## src/rtl/ubxd_pkg.sv

```systemverilog
// ----------------------------------------------------------------------------
// UBX deframer package
// Shared constants and the result record that is passed between the parser
// and the output stage.
// ----------------------------------------------------------------------------
package ubxd_pkg;

  localparam logic [7:0] SYNC_FIRST  = 8'hB5;
  localparam logic [7:0] SYNC_SECOND = 8'h62;

  localparam logic [1:0] ST_OK       = 2'd0;
  localparam logic [1:0] ST_CKERR    = 2'd1;
  localparam logic [1:0] ST_TOO_LONG = 2'd2;

  typedef struct packed {
    logic [7:0]  payload_byte;
    logic [15:0] byte_offset;
    logic [7:0]  msg_class;
    logic [7:0]  msg_id;
    logic [15:0] payload_length;
    logic        is_frame_end;
    logic [1:0]  frame_status;
  } result_t;

endpackage

```

## src/rtl/ubxd_parser.sv

```systemverilog
// ----------------------------------------------------------------------------
// UBX frame parser
// Sync hunt, header capture, Fletcher-8 checksum and result generation for
// one received byte per cycle while accept is high.
// ----------------------------------------------------------------------------
module ubxd_parser (
  input  logic                 clk,
  input  logic                 rst,
  input  logic                 accept,
  input  logic [7:0]           rx_byte,
  input  logic [15:0]          max_payload_length,
  output logic                 res_valid,
  output ubxd_pkg::result_t    res
);
  import ubxd_pkg::*;

  typedef enum logic [3:0] {
    PH_HUNT    = 4'd0,
    PH_SYNC2   = 4'd1,
    PH_CLASS   = 4'd2,
    PH_ID      = 4'd3,
    PH_LEN_LO  = 4'd4,
    PH_LEN_HI  = 4'd5,
    PH_PAYLOAD = 4'd6,
    PH_CK_A    = 4'd7,
    PH_CK_B    = 4'd8
  } phase_t;

  phase_t      phase, phase_next;
  logic [7:0]  class_reg, class_reg_next;
  logic [7:0]  id_reg, id_reg_next;
  logic [15:0] length_reg, length_reg_next;
  logic [15:0] payload_count, payload_count_next;
  logic [7:0]  sum_a, sum_a_next;
  logic [7:0]  sum_b, sum_b_next;
  logic [7:0]  received_sum_a, received_sum_a_next;

  logic [7:0]  add_a;
  logic [15:0] full_length;
  logic [15:0] count_inc;

  assign add_a       = sum_a + rx_byte;
  assign full_length = {rx_byte, length_reg[7:0]};
  assign count_inc   = payload_count + 16'd1;

  always_comb begin
    phase_next          = phase;
    class_reg_next      = class_reg;
    id_reg_next         = id_reg;
    length_reg_next     = length_reg;
    payload_count_next  = payload_count;
    sum_a_next          = sum_a;
    sum_b_next          = sum_b;
    received_sum_a_next = received_sum_a;
    res_valid           = 1'b0;
    res.payload_byte    = 8'd0;
    res.byte_offset     = 16'd0;
    res.msg_class       = class_reg;
    res.msg_id          = id_reg;
    res.payload_length  = length_reg;
    res.is_frame_end    = 1'b1;
    res.frame_status    = ST_OK;
    if (accept) begin
      unique case (phase)
        PH_SYNC2: begin
          if (rx_byte == SYNC_SECOND) begin
            phase_next = PH_CLASS;
          end else if (rx_byte != SYNC_FIRST) begin
            phase_next = PH_HUNT;
          end
        end
        PH_CLASS: begin
          class_reg_next = rx_byte;
          sum_a_next     = rx_byte;
          sum_b_next     = rx_byte;
          phase_next     = PH_ID;
        end
        PH_ID: begin
          id_reg_next = rx_byte;
          sum_a_next  = add_a;
          sum_b_next  = sum_b + add_a;
          phase_next  = PH_LEN_LO;
        end
        PH_LEN_LO: begin
          length_reg_next = {8'd0, rx_byte};
          sum_a_next      = add_a;
          sum_b_next      = sum_b + add_a;
          phase_next      = PH_LEN_HI;
        end
        PH_LEN_HI: begin
          length_reg_next    = full_length;
          sum_a_next         = add_a;
          sum_b_next         = sum_b + add_a;
          payload_count_next = 16'd0;
          if (full_length > max_payload_length) begin
            phase_next         = PH_HUNT;
            res_valid          = 1'b1;
            res.payload_length = full_length;
            res.frame_status   = ST_TOO_LONG;
          end else if (full_length == 16'd0) begin
            phase_next = PH_CK_A;
          end else begin
            phase_next = PH_PAYLOAD;
          end
        end
        PH_PAYLOAD: begin
          sum_a_next         = add_a;
          sum_b_next         = sum_b + add_a;
          payload_count_next = count_inc;
          if (count_inc >= length_reg) begin
            phase_next = PH_CK_A;
          end
          res_valid        = 1'b1;
          res.payload_byte = rx_byte;
          res.byte_offset  = payload_count;
          res.is_frame_end = 1'b0;
        end
        PH_CK_A: begin
          received_sum_a_next = rx_byte;
          phase_next          = PH_CK_B;
        end
        PH_CK_B: begin
          phase_next = PH_HUNT;
          res_valid  = 1'b1;
          if ((received_sum_a == sum_a) && (rx_byte == sum_b)) begin
            res.frame_status = ST_OK;
          end else begin
            res.frame_status = ST_CKERR;
          end
        end
        default: begin
          phase_next = (rx_byte == SYNC_FIRST) ? PH_SYNC2 : PH_HUNT;
        end
      endcase
    end
  end

  always_ff @(posedge clk) begin
    if (rst) begin
      phase          <= PH_HUNT;
      class_reg      <= 8'd0;
      id_reg         <= 8'd0;
      length_reg     <= 16'd0;
      payload_count  <= 16'd0;
      sum_a          <= 8'd0;
      sum_b          <= 8'd0;
      received_sum_a <= 8'd0;
    end else begin
      phase          <= phase_next;
      class_reg      <= class_reg_next;
      id_reg         <= id_reg_next;
      length_reg     <= length_reg_next;
      payload_count  <= payload_count_next;
      sum_a          <= sum_a_next;
      sum_b          <= sum_b_next;
      received_sum_a <= received_sum_a_next;
    end
  end

  a_result_needs_accept: assert property (@(posedge clk) disable iff (rst)
    res_valid |-> accept)
    else $error("result produced without an accepted byte");

  a_too_long_result: assert property (@(posedge clk) disable iff (rst)
    (accept && phase == PH_LEN_HI && full_length > max_payload_length)
      |-> (res_valid && res.frame_status == ST_TOO_LONG && res.is_frame_end))
    else $error("oversize length did not end the frame");

  a_ck_b_returns_to_hunt: assert property (@(posedge clk) disable iff (rst)
    (accept && phase == PH_CK_B) |=> (phase == PH_HUNT))
    else $error("parser did not resume hunting after the checksum");

endmodule

```

## src/rtl/ubxd_skid.sv

```systemverilog
// ----------------------------------------------------------------------------
// UBX deframer output stage
// Two-entry skid register between the parser and the result stream, so the
// input side keeps running while a result waits to be taken.
// ----------------------------------------------------------------------------
module ubxd_skid (
  input  logic               clk,
  input  logic               rst,
  input  logic               in_valid,
  output logic               in_ready,
  input  ubxd_pkg::result_t  in_data,
  output logic               out_valid,
  input  logic               out_ready,
  output ubxd_pkg::result_t  out_data
);
  import ubxd_pkg::*;

  logic    main_valid;
  result_t main_data;
  logic    skid_valid;
  result_t skid_data;
  logic    push;
  logic    pop;

  assign in_ready  = !skid_valid;
  assign push      = in_valid && in_ready;
  assign pop       = main_valid && out_ready;
  assign out_valid = main_valid;
  assign out_data  = main_data;

  always_ff @(posedge clk) begin
    if (rst) begin
      main_valid <= 1'b0;
      skid_valid <= 1'b0;
    end else begin
      if (skid_valid) begin
        if (pop) begin
          main_data  <= skid_data;
          skid_valid <= 1'b0;
        end
      end else if (push) begin
        if (!main_valid || pop) begin
          main_data  <= in_data;
          main_valid <= 1'b1;
        end else begin
          skid_data  <= in_data;
          skid_valid <= 1'b1;
        end
      end else if (pop) begin
        main_valid <= 1'b0;
      end
    end
  end

  a_skid_implies_main: assert property (@(posedge clk) disable iff (rst)
    skid_valid |-> main_valid)
    else $error("skid entry held while the output register is empty");

  a_stall_fills_skid: assert property (@(posedge clk) disable iff (rst)
    (push && main_valid && !out_ready) |=> skid_valid)
    else $error("request taken during a stall was not kept in the skid entry");

  a_skid_moves_forward: assert property (@(posedge clk) disable iff (rst)
    (skid_valid && pop) |=> (main_valid && !skid_valid && main_data == $past(skid_data)))
    else $error("skid entry lost or reordered");

endmodule

```

## src/rtl/ubx_frame_deframer.sv

```systemverilog
// ----------------------------------------------------------------------------
// UBX frame deframer
// Finds UBX frames in a byte stream, emits payload bytes with their offsets
// and one end result per frame carrying the checksum or length verdict.
// ----------------------------------------------------------------------------
// The block takes one received byte per clock cycle and keeps that rate
// indefinitely while the result side is ready. Each byte is handled by the
// parser in the cycle it is accepted; any result it causes is registered and
// reaches the master side from the output register. While the output
// register is stalled, a second entry holds one more result and bytes that
// cause no result keep flowing; once that entry is also full, s_tready drops
// until the waiting result is taken. max_payload_length is read when the
// high length byte arrives and should only be written while idle.
module ubx_frame_deframer (
  input  logic        clk,
  input  logic        rst,
  input  logic        s_tvalid,
  output logic        s_tready,
  input  logic [7:0]  s_tdata,   // [7:0] rx_byte
  output logic        m_tvalid,
  input  logic        m_tready,
  // [7:0] payload_byte, [23:8] byte_offset, [31:24] msg_class,
  // [39:32] msg_id, [55:40] payload_length
  output logic [55:0] m_tdata,
  output logic        m_tlast,   // is_frame_end
  output logic [1:0]  m_tuser,   // [1:0] frame_status
  input  logic        psel,
  input  logic        penable,
  input  logic        pwrite,
  input  logic [2:0]  paddr,
  input  logic [31:0] pwdata,
  output logic [31:0] prdata,
  output logic        pready
);
  import ubxd_pkg::*;

  logic [15:0] max_payload_length;
  logic        accept;
  logic        res_valid;
  result_t     res;
  result_t     out_res;

  assign pready = 1'b1;
  assign prdata = (paddr[2] == 1'b0) ? {16'd0, max_payload_length} : 32'd0;

  always_ff @(posedge clk) begin
    if (rst) begin
      max_payload_length <= 16'd92;
    end else if (psel && penable && pwrite && pready && (paddr[2] == 1'b0)) begin
      max_payload_length <= pwdata[15:0];
    end
  end

  assign accept = s_tvalid && s_tready;

  ubxd_parser u_parser (
    .clk                (clk),
    .rst                (rst),
    .accept             (accept),
    .rx_byte            (s_tdata),
    .max_payload_length (max_payload_length),
    .res_valid          (res_valid),
    .res                (res)
  );

  ubxd_skid u_skid (
    .clk       (clk),
    .rst       (rst),
    .in_valid  (res_valid),
    .in_ready  (s_tready),
    .in_data   (res),
    .out_valid (m_tvalid),
    .out_ready (m_tready),
    .out_data  (out_res)
  );

  assign m_tdata = {out_res.payload_length, out_res.msg_id, out_res.msg_class,
                    out_res.byte_offset, out_res.payload_byte};
  assign m_tlast = out_res.is_frame_end;
  assign m_tuser = out_res.frame_status;

endmodule
```

## config.mk

```make
export PLATFORM = sky130hd
export DESIGN_NAME = ubx_frame_deframer
export DESIGN_NICKNAME = d
export VERILOG_FILES = /design/src/rtl/ubxd_pkg.sv /design/src/rtl/ubxd_parser.sv /design/src/rtl/ubxd_skid.sv /design/src/rtl/ubx_frame_deframer.sv
export SDC_FILE = /design/constraint.sdc
export NUM_CORES = 1
export LEC_CHECK = 0
export ABC_AREA = 1
export BUFFER_PORTS_ARGS = -buffer_cell sky130_fd_sc_hd__buf_2
export CORE_AREA = 2 2 164 166
export DETAILED_ROUTE_END_ITERATION = 8
export DIE_AREA = 0 0 166 168
export PLACE_DENSITY = 0.59
export SLEW_MARGIN = 25
export SYNTH_ARGS = -nofsm -noshare
export SYNTH_HDL_FRONTEND = slang
export SYNTH_SLANG_ARGS = --single-unit
```

## constraint.sdc

```tcl
create_clock -name clk -period 6.37 [get_ports clk]
set_input_delay 1.911 -clock clk [delete_from_list [all_inputs] [get_ports clk]]
set_output_delay 1.911 -clock clk [all_outputs]
set_load 0.01 [all_outputs]
```

==> impl_metrics.env <==
export IMPL_die_y_um=168
export IMPL_cts_inserted_buffers=24
export IMPL_final_max_slew_viol_count=0
export IMPL_fmax_ghz=0.229
export IMPL_core_area_um2=26400
export IMPL_start_util=0.390
export IMPL_antenna_found_initial=0
export IMPL_layout_min_cycle_time_ns=4.38
export IMPL_status="complete, no violations"
export IMPL_cp_slowest_cell="buf_2"
export IMPL_holdWs_ns=0.429
export IMPL_grt_max_degree=85
export IMPL_nNetsFinal=1332
export IMPL_wire_per_inst_um=15.1
export IMPL_finalCritPeriodShare=0.687
export IMPL_critPathMaxStageDelay_ns=0.29
export IMPL_cts_tree="built"
export IMPL_grt_pass1_vias=7330
export IMPL_hold_viol=0
export IMPL_final_setup_tns_ns=0
export IMPL_p_per_area_nw_per_um2=280
export IMPL_start_kind="input pin"
export IMPL_dieWidth_um=166
export IMPL_ys_seq_elements=212
export IMPL_drc_errors=0
export IMPL_postCtsHoldBufs=0
export IMPL_critPathCaptureType="primary output"
export IMPL_clk_latency_ns=0.51
export IMPL_htree_levels=1
export IMPL_fillers=2588
export IMPL_drtPass1Iterations=5
export IMPL_antenna_left=0
export IMPL_path_max_fanout=17
export IMPL_final_setup_skew_ns=0.0149
export IMPL_relSlewSlack=0.459
export IMPL_arrival_ns=2.46
export IMPL_rsz0062_at_grt="no"
export IMPL_cts_setup_buffers=0
export IMPL_worst_pin_slew_ns=0.812
export IMPL_yosysUniqueCellTypes=43
export IMPL_root_buffer="clkbuf_16"
export IMPL_rows=60
export IMPL_syn_to_final_growth_pct=15.9
export IMPL_grt_ovfl_total=0
export IMPL_clock_sinks=212
export IMPL_vias=7815
export IMPL_holdCritPathClass="flop to flop"
export IMPL_num_antenna_cells=0
export IMPL_finalSetupViolations=0
export IMPL_crit_top_cell="buf_2"
export IMPL_cts_buffer_depth=3
export IMPL_port_buffers=108
export IMPL_gr_usage_all_layers=0.169
export IMPL_critical_path_class="input pin to primary output"
export IMPL_die_area_um2=27900
export IMPL_first_iter_violations=503
export IMPL_seq_area_frac_synth=0.528
export IMPL_synth_area_um2=10300
export IMPL_yosys_warnings=0
export IMPL_avgSynthCellArea_um2=8.97
export IMPL_maxCapViolCount=0
export IMPL_synthCells=1145
export IMPL_p_leak_uw=0.00477
export IMPL_ctsResizeCount=0
export IMPL_cp_required_ns=4.46
export IMPL_place_congestion=0.805
export IMPL_routed_wl_um=24100
export IMPL_ir_drop_uv=213
export IMPL_final_layout_size_suffix_gt1_frac=0.145
export IMPL_multi_input_area_um2=4080
export IMPL_dpl_hpwl_um=16600
export IMPL_clkTransAtPathRegs_ns=0.06
export IMPL_drt_vias_per_instance=4.91
export IMPL_cp_cell_sequence="buf_2, nor2_1, buf_2"
export IMPL_io_pins=144
export IMPL_grt_pass1_wl_um=38700
export IMPL_register_area_um2=5430
==> path summary, 6_finish.rpt <==
check / depth (start not counted) / slack [ns] / to / from
worst max-delay path: 3 / 1.99 / prdata[13] / paddr[2]
worst max register to register: 16 / 3.32 / u_parser.phase[2]$_SDFFE_PP0P_ / u_parser.payload_count[0]$_SDFFE_PP0P_
worst min register to register: 0 / 0.43 / u_skid.skid_data[32]$_DFFE_PP_ / u_parser.class_reg[5]$_SDFFE_PP0P_
worst min-delay path: 0 / 0.43 / u_skid.skid_data[32]$_DFFE_PP_ / u_parser.class_reg[5]$_SDFFE_PP0P_
==> cell usage after synthesis <==
cell,number,area share
o21ai_0,100,0.049
o31ai_1,1,0.00073
fa_1,2,0.0039
edfxtp_1,118,0.34
clkinv_1,2,0.00073
buf_6,4,0.0044
nor3_1,8,0.0039
ha_1,47,0.057
xor2_1,10,0.0085
and3_1,1,0.00061
nor2_1,73,0.027
clkbuf_1,34,0.012
and2_1,4,0.0024
o21ai_4,1,0.0016
a211oi_1,8,0.0058
nor2_2,3,0.0018
nand4_4,1,0.0021
a22oi_1,1,0.00073
o21ai_1,16,0.0078
o211a_1,1,0.00097
nor4_1,4,0.0024
inv_1,114,0.042
nor2_4,3,0.0033
a21o_1,2,0.0015
nand4_1,14,0.0085
nand3b_1,4,0.0029
conb_1,2,0.00073
inv_2,9,0.0033
buf_4,17,0.012
nand2_1,225,0.082
nand2_4,2,0.0022
or2_2,5,0.0030
xnor2_1,17,0.014
o21a_1,9,0.0066
nor3_2,2,0.0019
buf_2,13,0.0063
inv_4,1,0.00061
nand2_2,3,0.0018
dfxtp_1,94,0.18
nand3_1,45,0.022
a21oi_1,113,0.055
o211ai_1,6,0.0044
a31oi_1,6,0.0037
==> where the power goes <==
group | switching (uW) | total (uW) | internal [uW]
registers | 22.0 | 1480 | 1460
clock network | 544 | 1560 | 1010
logic | 193 | 295 | 102
total | 759 | 3340 | 2580
==> worst max-delay path: cells and delay by family <==
kind	cells	cell delay [ns]
buf+inv	2	0.44
simple gates	1	0.11
==> final cells by class <==
type | instances | area share
multi-input combinational | 754 | 0.343
tap | 341 | 0.0358
inverter | 126 | 0.0399
sequential | 212 | 0.456
clock buffer | 33 | 0.0559
clock inverter | 11 | 0.0196
timing repair buffer | 115 | 0.0498
==> cell usage in the layout (no fill, tap or decap), drive strengths merged, types with 6 or more instances in the layout <==
cell / netlist / layout
inv: 124 / 125
xor2: 10 / 10
xnor2: 17 / 17
nor2: 79 / 79
conb: 2 / 17
a31oi: 6 / 6
o21a: 9 / 9
nor3: 10 / 10
dfxtp: 94 / 94
bufinv: 0 / 7
ha: 47 / 47
nand2: 230 / 230
nand4: 15 / 15
a211oi: 8 / 8
a21oi: 113 / 113
o211ai: 6 / 6
o21ai: 117 / 117
buf: 34 / 115
edfxtp: 118 / 118
clkbuf: 34 / 33
nand3: 45 / 45
==> cells by family (layout without fill, tap and decap cells) <==
family | Yosys count | after routing | synth area share
XOR/XNOR | 27 | 27 | 0.0230
AO/OA/AOI/OAI | 264 | 264 | 0.137
AND/OR/NAND/NOR | 397 | 397 | 0.168
buffers and inverters | 194 | 285 | 0.0818
adder cells (fa/ha/maj) | 49 | 49 | 0.0611
other | 2 | 17 | 0.000731
flip-flops | 212 | 212 | 0.528
==> layer usage <==
layer / GRT usage / wire, um / up-vias
met5: 0 / 0 / -
met4: 0.0389 / 396 / 0
met3: 0.0270 / 1390 / 32
met2: 0.278 / 11200 / 190
met1: 0.236 / 11100 / 3594
li1: - / - / 3999
==> per-stage QoR <==
step                setup slack [ns]  instances  utilization  cell area [um2]  total power [uW]
floorplan                     0.0109       1160            -            10300              1740
global placement                1.54       1548        0.418            11000              1800
detailed placement              1.52       1548        0.418            11000              1810
CTS                             2.00       1592        0.452            11900              3370
global route                    1.77       1592        0.452            11900              3480
finish                          1.99       1592        0.452            11900              3340
Note: power is estimated with default switching activity, not from simulation.
